## src/rtl/glmf_pkg.sv

```systemverilog
// ----------------------------------------------------------------------------
// glmf_pkg
// Shared types and constants for the grid local minimum finder.
// ----------------------------------------------------------------------------
package glmf_pkg;

  localparam int MAX_WIDTH_DEF  = 128;
  localparam int MAX_HEIGHT_DEF = 128;

  localparam int HEIGHT_W    = 4;
  localparam int ROW_OUT_W   = 7;
  localparam int COL_OUT_W   = 7;
  localparam int RISK_W      = 18;
  localparam int CFG_DATA_W  = 8;
  localparam int CFG_INDEX_W = 1;

  // register indexes
  localparam logic [CFG_INDEX_W-1:0] REG_GRID_WIDTH  = 1'b0;
  localparam logic [CFG_INDEX_W-1:0] REG_GRID_HEIGHT = 1'b1;

  localparam logic [CFG_DATA_W-1:0] DIM_RESET = 8'd100;

  // request commands
  localparam logic CMD_CELL  = 1'b0;
  localparam logic CMD_FLUSH = 1'b1;

  typedef struct packed {
    logic                cmd;
    logic [HEIGHT_W-1:0] cell_height;
  } in_item_t;

  typedef struct packed {
    logic                 is_low_point;
    logic [HEIGHT_W-1:0]  decided_height;
    logic [ROW_OUT_W-1:0] decided_row;
    logic [COL_OUT_W-1:0] decided_column;
    logic [RISK_W-1:0]    risk_total;
    logic                 frame_done;
  } out_item_t;

endpackage

```

## src/rtl/glmf_if.sv

```systemverilog
// ----------------------------------------------------------------------------
// glmf_if
// Valid/ready stream channel carrying one payload of type item_t.
// ----------------------------------------------------------------------------
interface glmf_if #(
  parameter type item_t = glmf_pkg::in_item_t
);
  logic  valid;
  logic  ready;
  item_t data;

  modport source (output valid, output data, input ready);
  modport sink   (input valid, input data, output ready);
endinterface

```

## src/rtl/glmf_cell.sv

```systemverilog
// ----------------------------------------------------------------------------
// glmf_cell
// One stage of the line store: holds a height, loads either the new sample
// (at the insertion point) or its left neighbour's height on each shift.
// ----------------------------------------------------------------------------
module glmf_cell (
  input  logic                          clk,
  input  logic                          shift_en,
  input  logic                          ins,
  input  logic [glmf_pkg::HEIGHT_W-1:0] new_d,
  input  logic [glmf_pkg::HEIGHT_W-1:0] prev_d,
  output logic [glmf_pkg::HEIGHT_W-1:0] q
);
  import glmf_pkg::*;

  logic [HEIGHT_W-1:0] data_r;
  logic [HEIGHT_W-1:0] data_nxt;

  always_comb begin
    data_nxt = data_r;
    if (shift_en) begin
      data_nxt = ins ? new_d : prev_d;
    end
  end

  always_ff @(posedge clk) begin
    data_r <= data_nxt;
  end

  assign q = data_r;
endmodule

```

## src/rtl/glmf_line.sv

```systemverilog
// ----------------------------------------------------------------------------
// glmf_line
// Middle and upper line stores as two chains of height cells. New samples
// enter the middle chain at cell DEPTH-len, so the oldest one sits in the end
// cell len-1 shifts later. The end of the middle chain feeds the upper chain
// at the same point.
// ----------------------------------------------------------------------------
module glmf_line #(
  parameter int DEPTH = glmf_pkg::MAX_WIDTH_DEF,
  parameter int LEN_W = $clog2(DEPTH + 1)
) (
  input  logic                          clk,
  input  logic                          shift_en,
  input  logic [LEN_W-1:0]              len,
  input  logic [glmf_pkg::HEIGHT_W-1:0] new_d,
  output logic [glmf_pkg::HEIGHT_W-1:0] mid_q,
  output logic [glmf_pkg::HEIGHT_W-1:0] mid_next_q,
  output logic [glmf_pkg::HEIGHT_W-1:0] up_q
);
  import glmf_pkg::*;

  logic [HEIGHT_W-1:0] mid_cell_q [DEPTH];
  logic [HEIGHT_W-1:0] up_cell_q [DEPTH];

  genvar i;
  generate
    for (i = 0; i < DEPTH; i++) begin : g_cell
      logic                ins;
      logic [HEIGHT_W-1:0] mid_prev;
      logic [HEIGHT_W-1:0] up_prev;

      assign ins = (len == LEN_W'(DEPTH - i));
      if (i == 0) begin : g_head
        assign mid_prev = new_d;
        assign up_prev  = mid_cell_q[DEPTH-1];
      end else begin : g_body
        assign mid_prev = mid_cell_q[i-1];
        assign up_prev  = up_cell_q[i-1];
      end

      glmf_cell u_mid (
        .clk      (clk),
        .shift_en (shift_en),
        .ins      (ins),
        .new_d    (new_d),
        .prev_d   (mid_prev),
        .q        (mid_cell_q[i])
      );

      // upper chain takes the height leaving the middle chain
      glmf_cell u_up (
        .clk      (clk),
        .shift_en (shift_en),
        .ins      (ins),
        .new_d    (mid_cell_q[DEPTH-1]),
        .prev_d   (up_prev),
        .q        (up_cell_q[i])
      );
    end
  endgenerate

  assign mid_q      = mid_cell_q[DEPTH-1];
  assign mid_next_q = mid_cell_q[DEPTH-2];
  assign up_q       = up_cell_q[DEPTH-1];
endmodule

```

## src/rtl/grid_local_minimum_finder.sv

```systemverilog
// ----------------------------------------------------------------------------
// grid_local_minimum_finder
// Streams a height map in raster order, one cell per request, and reports
// for every cell whether it is a four-neighbour local minimum (ties count
// as low) together with a saturating risk sum of height plus one.
// ----------------------------------------------------------------------------
// Throughput is one request per clock while the output buffer is not full:
// the neighbour compare reads the end taps of two cell chains (eff_w cells in
// use) and the risk add sits in the same cycle, so nothing iterates. A cell
// is reported when the cell below it arrives, its result registered into the
// output buffer; the last row is drained by flush requests, one per column,
// and frame_done marks the flush of the final cell. Requests outside the
// frame (extra cells, early or surplus flushes) are taken and dropped.
// Results pass through a two-entry output buffer, so requests keep flowing
// while one result waits. A register write restarts the frame; line store
// contents are kept and need no clearing after reset. A width or height of
// 0 acts as 1, and values above MAX_WIDTH or MAX_HEIGHT act as those maxima.
// ----------------------------------------------------------------------------
module grid_local_minimum_finder #(
  parameter int MAX_WIDTH  = glmf_pkg::MAX_WIDTH_DEF,
  parameter int MAX_HEIGHT = glmf_pkg::MAX_HEIGHT_DEF
) (
  input  logic                             clk,
  input  logic                             rst_n,
  glmf_if.sink                             in_chan,
  glmf_if.source                           out_chan,
  input  logic                             cfg_we,
  input  logic [glmf_pkg::CFG_INDEX_W-1:0] cfg_index,
  input  logic [glmf_pkg::CFG_DATA_W-1:0]  cfg_wdata
);
  import glmf_pkg::*;

  localparam int WW = $clog2(MAX_WIDTH + 1);
  localparam int HW = $clog2(MAX_HEIGHT + 1);
  localparam int CW = $clog2(MAX_WIDTH);

  logic [CFG_DATA_W-1:0] grid_width_r, grid_width_nxt;
  logic [CFG_DATA_W-1:0] grid_height_r, grid_height_nxt;
  logic [CW-1:0]         col_r, col_nxt;
  logic [HW-1:0]         row_r, row_nxt;
  logic [WW-1:0]         flush_r, flush_nxt;
  logic [RISK_W-1:0]     risk_r, risk_nxt;
  logic [HEIGHT_W-1:0]   left_r, left_nxt;

  out_item_t             main_r, main_nxt;
  logic                  main_valid_r, main_valid_nxt;
  out_item_t             skid_r, skid_nxt;
  logic                  skid_valid_r, skid_valid_nxt;

  logic [WW-1:0]         eff_w;
  logic [HW-1:0]         eff_h;
  logic [31:0]           w_clamp, h_clamp;

  in_item_t              req;
  logic                  accept, is_cell, cell_ok, flush_ok, take_item, has_result;
  logic [WW-1:0]         col_ext, dec_col;
  logic [HW-1:0]         dec_row;
  logic                  up_ok, left_ok, right_ok, low, done;
  logic [HEIGHT_W-1:0]   mid_h, up_h, right_h, shift_d;
  logic [RISK_W:0]       risk_sum;
  logic [RISK_W-1:0]     risk_after;
  out_item_t             result;
  logic                  take_out;

  // zero acts as one, oversize clamps to the maximum
  always_comb begin
    if (grid_width_r == '0) begin
      w_clamp = 32'd1;
    end else if (32'(grid_width_r) > 32'(MAX_WIDTH)) begin
      w_clamp = 32'(MAX_WIDTH);
    end else begin
      w_clamp = 32'(grid_width_r);
    end
    if (grid_height_r == '0) begin
      h_clamp = 32'd1;
    end else if (32'(grid_height_r) > 32'(MAX_HEIGHT)) begin
      h_clamp = 32'(MAX_HEIGHT);
    end else begin
      h_clamp = 32'(grid_height_r);
    end
  end

  assign eff_w = WW'(w_clamp);
  assign eff_h = HW'(h_clamp);

  assign req        = in_chan.data;
  assign accept     = in_chan.valid && in_chan.ready;
  assign is_cell    = (req.cmd == CMD_CELL);
  assign col_ext    = WW'(col_r);
  assign cell_ok    = (row_r < eff_h) && (col_ext < eff_w);
  assign flush_ok   = (row_r >= eff_h) && (flush_r < eff_w);
  assign take_item  = accept && (is_cell ? cell_ok : flush_ok);
  assign has_result = take_item && (!is_cell || row_r != '0);

  // middle chain gives the cell under test and its right neighbour,
  // upper chain the cell above, left_r the cell to the left
  assign shift_d = is_cell ? req.cell_height : '0;

  glmf_line #(.DEPTH(MAX_WIDTH), .LEN_W(WW)) u_lines (
    .clk        (clk),
    .shift_en   (take_item),
    .len        (eff_w),
    .new_d      (shift_d),
    .mid_q      (mid_h),
    .mid_next_q (right_h),
    .up_q       (up_h)
  );

  assign dec_col  = is_cell ? col_ext : flush_r;
  assign dec_row  = is_cell ? (row_r - HW'(1)) : (eff_h - HW'(1));
  assign up_ok    = is_cell ? (row_r >= HW'(2)) : (eff_h >= HW'(2));
  assign left_ok  = (dec_col != '0);
  assign right_ok = ((dec_col + WW'(1)) < eff_w);

  assign low = !(up_ok && (up_h < mid_h))
            && !(is_cell && (req.cell_height < mid_h))
            && !(left_ok && (left_r < mid_h))
            && !(right_ok && (right_h < mid_h));

  assign done = !is_cell && ((flush_r + WW'(1)) >= eff_w);

  // saturating risk add
  assign risk_sum   = {1'b0, risk_r} + (RISK_W+1)'(mid_h) + (RISK_W+1)'(1);
  assign risk_after = risk_sum[RISK_W] ? '1 : risk_sum[RISK_W-1:0];

  always_comb begin
    result.is_low_point   = low;
    result.decided_height = mid_h;
    result.decided_row    = ROW_OUT_W'(dec_row);
    result.decided_column = COL_OUT_W'(dec_col);
    result.risk_total     = low ? risk_after : risk_r;
    result.frame_done     = done;
  end

  always_comb begin
    grid_width_nxt  = grid_width_r;
    grid_height_nxt = grid_height_r;
    col_nxt         = col_r;
    row_nxt         = row_r;
    flush_nxt       = flush_r;
    risk_nxt        = risk_r;
    left_nxt        = left_r;
    if (cfg_we) begin
      unique case (cfg_index)
        REG_GRID_WIDTH:  grid_width_nxt  = cfg_wdata;
        REG_GRID_HEIGHT: grid_height_nxt = cfg_wdata;
        default:         grid_width_nxt  = grid_width_r;
      endcase
      col_nxt   = '0;
      row_nxt   = '0;
      flush_nxt = '0;
      risk_nxt  = '0;
    end else if (take_item) begin
      left_nxt = mid_h;
      if (has_result && low) begin
        risk_nxt = risk_after;
      end
      if (is_cell) begin
        if ((col_ext + WW'(1)) >= eff_w) begin
          col_nxt = '0;
          row_nxt = row_r + HW'(1);
        end else begin
          col_nxt = col_r + CW'(1);
        end
      end else begin
        flush_nxt = flush_r + WW'(1);
      end
    end
  end

  // two-entry output buffer
  assign take_out = main_valid_r && out_chan.ready;

  always_comb begin
    main_nxt       = main_r;
    main_valid_nxt = main_valid_r;
    skid_nxt       = skid_r;
    skid_valid_nxt = skid_valid_r;
    if (!main_valid_r || take_out) begin
      if (skid_valid_r) begin
        main_nxt       = skid_r;
        main_valid_nxt = 1'b1;
        skid_nxt       = result;
        skid_valid_nxt = has_result;
      end else begin
        main_nxt       = result;
        main_valid_nxt = has_result;
      end
    end else if (has_result) begin
      skid_nxt       = result;
      skid_valid_nxt = 1'b1;
    end
  end

  always_ff @(posedge clk) begin
    if (!rst_n) begin
      grid_width_r  <= DIM_RESET;
      grid_height_r <= DIM_RESET;
      col_r         <= '0;
      row_r         <= '0;
      flush_r       <= '0;
      risk_r        <= '0;
      main_valid_r  <= 1'b0;
      skid_valid_r  <= 1'b0;
    end else begin
      grid_width_r  <= grid_width_nxt;
      grid_height_r <= grid_height_nxt;
      col_r         <= col_nxt;
      row_r         <= row_nxt;
      flush_r       <= flush_nxt;
      risk_r        <= risk_nxt;
      main_valid_r  <= main_valid_nxt;
      skid_valid_r  <= skid_valid_nxt;
    end
  end

  always_ff @(posedge clk) begin
    left_r <= left_nxt;
    main_r <= main_nxt;
    skid_r <= skid_nxt;
  end

  assign in_chan.ready  = !skid_valid_r;
  assign out_chan.valid = main_valid_r;
  assign out_chan.data  = main_r;
endmodule

```

## src/flat_wrapper.sv

```systemverilog
// flat-port wrapper written by rule: the top's interface ports become plain ports
module grid_local_minimum_finder_flat import glmf_pkg::*;
#(
  parameter int MAX_WIDTH  = glmf_pkg::MAX_WIDTH_DEF,
  parameter int MAX_HEIGHT = glmf_pkg::MAX_HEIGHT_DEF
)
  (clk, rst_n, cfg_we, cfg_index, cfg_wdata, in_chan_valid, in_chan_data, in_chan_ready, out_chan_valid, out_chan_data, out_chan_ready);
  glmf_if #(.item_t(in_item_t)) in_chan_i ();
  glmf_if #(.item_t(out_item_t)) out_chan_i ();
  input  logic clk;
  input  logic rst_n;
  input  logic cfg_we;
  input  logic [glmf_pkg::CFG_INDEX_W-1:0] cfg_index;
  input  logic [glmf_pkg::CFG_DATA_W-1:0] cfg_wdata;
  input wire logic [$bits(in_chan_i.valid)-1:0] in_chan_valid;
  input wire logic [$bits(in_chan_i.data)-1:0] in_chan_data;
  output wire logic [$bits(in_chan_i.ready)-1:0] in_chan_ready;
  output wire logic [$bits(out_chan_i.valid)-1:0] out_chan_valid;
  output wire logic [$bits(out_chan_i.data)-1:0] out_chan_data;
  input wire logic [$bits(out_chan_i.ready)-1:0] out_chan_ready;
  assign in_chan_i.valid = in_chan_valid;
  assign in_chan_i.data = in_chan_data;
  assign in_chan_ready = in_chan_i.ready;
  assign out_chan_valid = out_chan_i.valid;
  assign out_chan_data = out_chan_i.data;
  assign out_chan_i.ready = out_chan_ready;
  grid_local_minimum_finder #(.MAX_WIDTH(MAX_WIDTH), .MAX_HEIGHT(MAX_HEIGHT)) u_core (.clk(clk), .rst_n(rst_n), .in_chan(in_chan_i), .out_chan(out_chan_i), .cfg_we(cfg_we), .cfg_index(cfg_index), .cfg_wdata(cfg_wdata));
endmodule
```

## config.mk

```make
export PLATFORM = sky130hd
export DESIGN_NAME = grid_local_minimum_finder_flat
export DESIGN_NICKNAME = d
export VERILOG_FILES = /design/src/rtl/glmf_pkg.sv /design/src/rtl/glmf_if.sv /design/src/rtl/glmf_cell.sv /design/src/rtl/glmf_line.sv /design/src/rtl/grid_local_minimum_finder.sv /design/src/flat_wrapper.sv
export SDC_FILE = /design/constraint.sdc
export NUM_CORES = 2
export LEC_CHECK = 0
export BUFFER_PORTS_ARGS = -buffer_cell sky130_fd_sc_hd__buf_2
export CAP_MARGIN = 20
export CELL_PAD_IN_SITES_DETAIL_PLACEMENT = 1
export CELL_PAD_IN_SITES_GLOBAL_PLACEMENT = 1
export CORE_UTILIZATION = 47
export DETAILED_ROUTE_END_ITERATION = 12
export PLACE_DENSITY_LB_ADDON = 0.1
export SLEW_MARGIN = 20
export SYNTH_ARGS = -nofsm -noshare
export SYNTH_HDL_FRONTEND = slang
export SYNTH_SLANG_ARGS = --single-unit
```

## constraint.sdc

```tcl
create_clock -name clk -period 30.9 [get_ports clk]
set_clock_uncertainty 0.15 [all_clocks]
set_input_delay 6.18 -clock clk [delete_from_list [all_inputs] [get_ports clk]]
set_output_delay 6.18 -clock clk [all_outputs]
set_load 0.03 [all_outputs]
```

Word-level counts from Yosys, hierarchy flattened
Cells that the tools add are included.
{"block": "classes", "add_sub_neg": 9, "order_cmp": 15, "n_mux": 274, "n_reduce_logical": 37, "n_eq_ne": 128, "bitwise_logic": 4}
{"operator": "2-to-1 mux 4 bit", "count": 255}
{"operator": "== test 8 x 7 -> 1 bit (second input constant)", "count": 64}
{"operator": "== test 8 x 6 -> 1 bit (second input constant)", "count": 32}
{"operator": "2-to-1 mux 38 bit", "count": 4}
{"operator": "== test 8 x 5 -> 1 bit (second input constant)", "count": 16}
{"operator": "== test 8 x 4 -> 1 bit (second input constant)", "count": 8}
{"operator": "2-to-1 mux 8 bit", "count": 5}
{"operator": "2-to-1 mux 18 bit", "count": 2}
{"operator": "== test 8 x 3 -> 1 bit (second input constant)", "count": 4}
{"operator": "adder 8 x 1 -> 8 bit (second input constant)", "count": 3}
{"operator": "greater-or-equal comparator 8 bit", "count": 3}
{"operator": "less-than comparator 8 bit", "count": 3}
{"operator": "adder 18 x 4 -> 19 bit", "count": 1}
{"operator": "adder 19 x 1 -> 19 bit (second input constant)", "count": 1}
{"operator": "== test 8 x 2 -> 1 bit (second input constant)", "count": 2}
{"operator": "greater-or-equal comparator 8 x 2 -> 1 bit (second input constant)", "count": 2}
{"operator": "greater-than comparator 8 bit (second input constant)", "count": 2}
{"operator": "zero test 8 bit", "count": 2}
{"operator": "less-than comparator 4 bit", "count": 4}
{"operator": "nonzero test 8 bit", "count": 2}
{"operator": "logical AND 1 bit", "count": 15}
{"operator": "2-to-1 mux 7 bit", "count": 2}
{"operator": "AND reduction 2 bit", "count": 7}
{"operator": "subtractor 7 x 1 -> 7 bit (second input constant)", "count": 2}
{"operator": "other kinds (12)", "count": 26}
{"block": "word_totals", "in_bits": 19, "reg_bits": 1163, "out_inout_bits": 40}

Longest topological paths before layout
{"block": "logic_depth", "ltp_word": 13, "ltp_mapped": 18, "mapped_depth_nobuf": 14}

Cells and area by module
A second synthesis with hierarchy kept.
{"block": "hier_totals", "cells_unflattened": 3046, "area_unflattened_um2": 51195.4}
{"module": "glmf_cell", "cells_per_inst": 8, "seq_area_each_um2": 120.1, "area_each_um2": 165.2, "n_inst": 256}
{"module": "grid_local_minimum_finder", "cells_per_inst": 815, "seq_area_each_um2": 3583.4, "area_each_um2": 7953.9, "n_inst": 1}
{"module": "glmf_line", "cells_per_inst": 183, "seq_area_each_um2": 0.0, "area_each_um2": 960.9, "n_inst": 1}

Least setup slack after synthesis
OpenSTA, ideal clock, no wires.
{"block": "synth_timing", "path_kind": "in2reg", "start": "input port in_chan_data[4]", "end": "register u_core.u_lines.g_cell[0].u_mid.data_r[0] (enable)", "n_path_buf": 2, "path_slack_ns": 0.163, "arrival_time_ns": 29.138, "cell_stages": 6, "t_required_ns": 29.301, "cell_sequence": "buf_2 nor3b_1 o21ai_0 or4_1 buf_2 nand2_1"}
{"block": "synth_between", "elab_chain_cells": 2}
{"item": "start, declared", "line": "flat_wrapper.sv:16", "source": "input wire logic [$bits(in_chan_i.data)-1:0] in_chan_data;"}
{"item": "2-to-1 mux 1 bit", "line": "grid_local_minimum_finder.sv:92", "source": "assign take_item = accept && (is_cell ? cell_ok : flush_ok);"}
{"item": "logical AND 1 bit", "line": "grid_local_minimum_finder.sv:92"}
{"item": "end signal, assigned", "line": "glmf_cell.sv:27", "source": "data_r <= data_nxt;"}
{"item": "end, declared", "line": "glmf_cell.sv:16", "source": "logic [HEIGHT_W-1:0] data_r;"}
No other way between the ends.
A chain may end at the register's enable or synchronous reset.

Worst setup path in the final report
{"block": "layout_timing", "start": "input port in_chan_data[4]", "end": "register u_core.u_lines.g_cell[10].u_up.data_r[0] (enable)"}
{"block": "layout_between", "elab_chain_cells": 2}
{"item": "2-to-1 mux 1 bit", "line": "grid_local_minimum_finder.sv:92"}
{"item": "logical AND 1 bit", "line": "grid_local_minimum_finder.sv:92"}
{"item": "end signal, assigned", "line": "glmf_cell.sv:27"}
{"item": "end, declared", "line": "glmf_cell.sv:16"}
No other way between the ends.

==> impl_metrics.py <==
metrics = {
    "power_and_ir_drop": {
        "max-vdd-ir-drop_uv": 47.55,
        "power_leakage_nw": 20.71,
        "fin_total_pwr_w": 0.003471,
        "power.density_mw_per_mm2": 63.23,
    },
    "worst_setup_path": {
        "criticalPathCategory": "in2reg",
        "crit_arrival_ns": 11.09,
        "r2r_cells": 11,
        "crit_required_ns": 31.08,
        "r2r_start": "u_core.grid_width_r[7]",
        "end_kind": "register",
        "path_max_fanout": 79,
        "crit_start": "in_chan_data[4]",
        "worstSetupStartpointType": "primary input",
    },
    "min_path": {
        "min_path_cells": 2,
        "min_from": "u_core.grid_height_r[0]",
        "hp-class": "reg2reg",
    },
    "floorplan": {
        "start_util_pct": 47.54,
        "ios": 59,
        "die_area_mm2": 0.1064,
        "die-width_um": 326.2,
        "die_y_um": 326.2,
        "core_area_mm2": 0.1039,
        "rows": 118,
    },
    "global_route": {
        "grt_pass1_vias": 32825,
        "grt_overflow": 0,
        "grt_antenna_before_repair": 3,
        "grt_pass1_wl_mm": 190.6,
        "grt_max_degree": 206,
        "track_usage_pct": 22.87,
    },
    "clocking": {
        "post-cts-setup-buffers": 0,
        "ctsResizeCount": 0,
        "clock_latency_ns": 0.72,
        "clockBufferDepth": 3,
        "path_clk_slew_ns": 0.06,
        "cts_buffers": 131,
        "h-tree-depth": 4,
        "ctsRootBufferMaster": "clkbuf_16",
        "tritoncts": "yes",
        "hold_buffers": 0,
        "cts_sinks": 1163,
    },
    "sta": {
        "max_freq_ghz": 0.09167,
        "tns_ns": 0,
        "slew_headroom_pct": 25.05,
        "period_needed_ns": 10.91,
        "hold_viol": 0,
        "fin_crit_sh_pct": 35.30,
        "rsz0062_at_grt": "no",
        "maxSlewViolCount": 0,
        "worst_slew_pin_slew_ns": 1.124,
        "final-setup-viol-count": 0,
    },
    "synthesis": {
        "syn_nets": 4353,
        "yosys_most_used_dff": "edfxtp_1",
        "ys_seq_area_share_pct": 69.49,
        "synth-seq-cells": 1163,
        "ys.warnings.count": 0,
        "synth_area_mm2": 0.04941,
        "avgSynthCellArea_um2": 11.59,
        "yosys.cell_types.count": 69,
        "synth-edff-count": 1104,
        "postSynth.asyncResetShare_pct": 0,
        "synthCells": 4263,
    },
    "detailed_routing": {
        "drt_iter0_drc": 2600,
        "wl_per_cell_um": 21.25,
        "route.detailed.drc": 0,
        "dr.pass1.iters": 5,
        "vias_per_cell": 5.640,
        "num_vias": 32158,
        "ant_nets": 0,
        "wirelength_mm": 121.2,
    },
    "final_layout": {
        "final_cell_mix": "nand2_1 (1232), edfxtp_1 (1104), o21ai_0 (1012), clkbuf_16 (137), ha_1 (70)",
        "drive_above_1_share_pct": 8.677,
        "finalNetCount": 4304,
        "final_common_cell": "nand2_1",
        "diodes": 0,
        "syn2layout_area_growth_pct": 11.11,
    },
    "placed_design": {
        "globalplace.congestion": 0.7919,
        "hpwl_mm": 70.27,
        "io_buffers": 58,
    },
    "run": {
        "maxCapViolCount": 0,
    },
    "status": {
        "status": "complete, no violations",
    },
}
-- cells by family after synthesis --
logic type | Yosys count | synth area share, %
compound gates | 1153 | 12.25
xor+xnor | 38 | 0.6736
fa+ha+maj | 71 | 1.813
buf+inv | 309 | 2.416
flops | 1163 | 69.49
mux | 57 | 1.317
simple gates | 1472 | 12.04
-- synth_stat cells (20+ instances only) --
cell type	n	share of area, %
nand2_1	1233	9.4
edfxtp_1	1104	67
o21ai_0	1013	10
clkbuf_1	262	2.0
nor2_1	76	0.58
ha_1	70	1.8
dfxtp_1	59	2.4
mux2_2	54	1.2
a21oi_1	40	0.41
nor3_1	27	0.27
inv_1	25	0.19
xor2_1	25	0.44
and2_1	20	0.25
nand3_1	20	0.20
-- where the power goes --
| part | switching, W | total (W) | internal (W) |
|---|---|---|---|
| clock network | 0.000635 | 0.00147 | 0.000839 |
| logic | 0.000128 | 0.000167 | 0.0000392 |
| registers | 0.0000234 | 0.00183 | 0.00181 |
-- sequential cells by signal, summed over array words and instances (netlist names) --
name,cells
u_core.col_r,7
u_core.flush_r,8
u_core.grid_height_r,8
u_core.grid_width_r,8
u_core.left_r,4
u_core.out_chan.data,38
u_core.out_chan.valid,1
u_core.risk_r,18
u_core.row_r,8
u_core.skid_r,38
u_core.skid_valid_r,1
u_core.u_lines.g_cell.u_mid.q,512
u_core.u_lines.g_cell.u_up.q,512
-- per-layer routing --
metal / up-vias / GRT usage [%] / share of wire (%)
li1: 15199 / - / -
met3: 181 / 3.643 / 4.2
met2: 573 / 36.78 / 47
met5: - / 0 / 0
met1: 16205 / 31.98 / 46
met4: 0 / 7.032 / 2.5
-- final timing paths --
| kind | to | slack (ns) |
|---|---|---|
| min | u_core.grid_height_r[0] | 0.33 |
| max | u_core.u_lines.g_cell[10].u_up.q[0] | 19.99 |
| max reg2reg | u_core.u_lines.g_cell[10].u_up.q[0] | 23.76 |
| min reg2reg | u_core.grid_height_r[0] | 0.33 |
-- area by class of cell --
class,instances,area [µm²]
clock buffer,165,3543
clock inverter,76,488.0
fill,10768,49040
inverter,25,113.9
multi-input combinational,2791,14030
sequential,1163,34330
tap,1380,1727
timing repair buffer,102,661.9
-- through the flow --
| stage | hold WS [ns] | utilization, % | area [µm²] | worst slack [ns] | std cells |
|---|---|---|---|---|---|
| global route | 0.3544 | 52.82 | 54900 | 19.69 | 5702 |
| finish | 0.3269 | 52.82 | 54900 | 19.99 | 5702 |
| global placement | 0.3133 | 48.91 | 50840 | 19.35 | 5459 |
| CTS | 0.3290 | 52.81 | 54890 | 19.98 | 5701 |
| detailed placement | 0.3201 | 48.93 | 50860 | 19.22 | 5460 |
| floorplan | 0.2933 | - | 49410 | 0.1627 | 4263 |
-- critical path, stage by stage --
cell     delay [ns]
buf_2          0.34
nor3b_1        0.28
o21ai_0        0.15
or4_1          0.69
nand2_4        0.68
buf_4          0.88
buf_4          0.91
buf_4          0.81
Note: power is estimated with default switching activity, not from simulation.
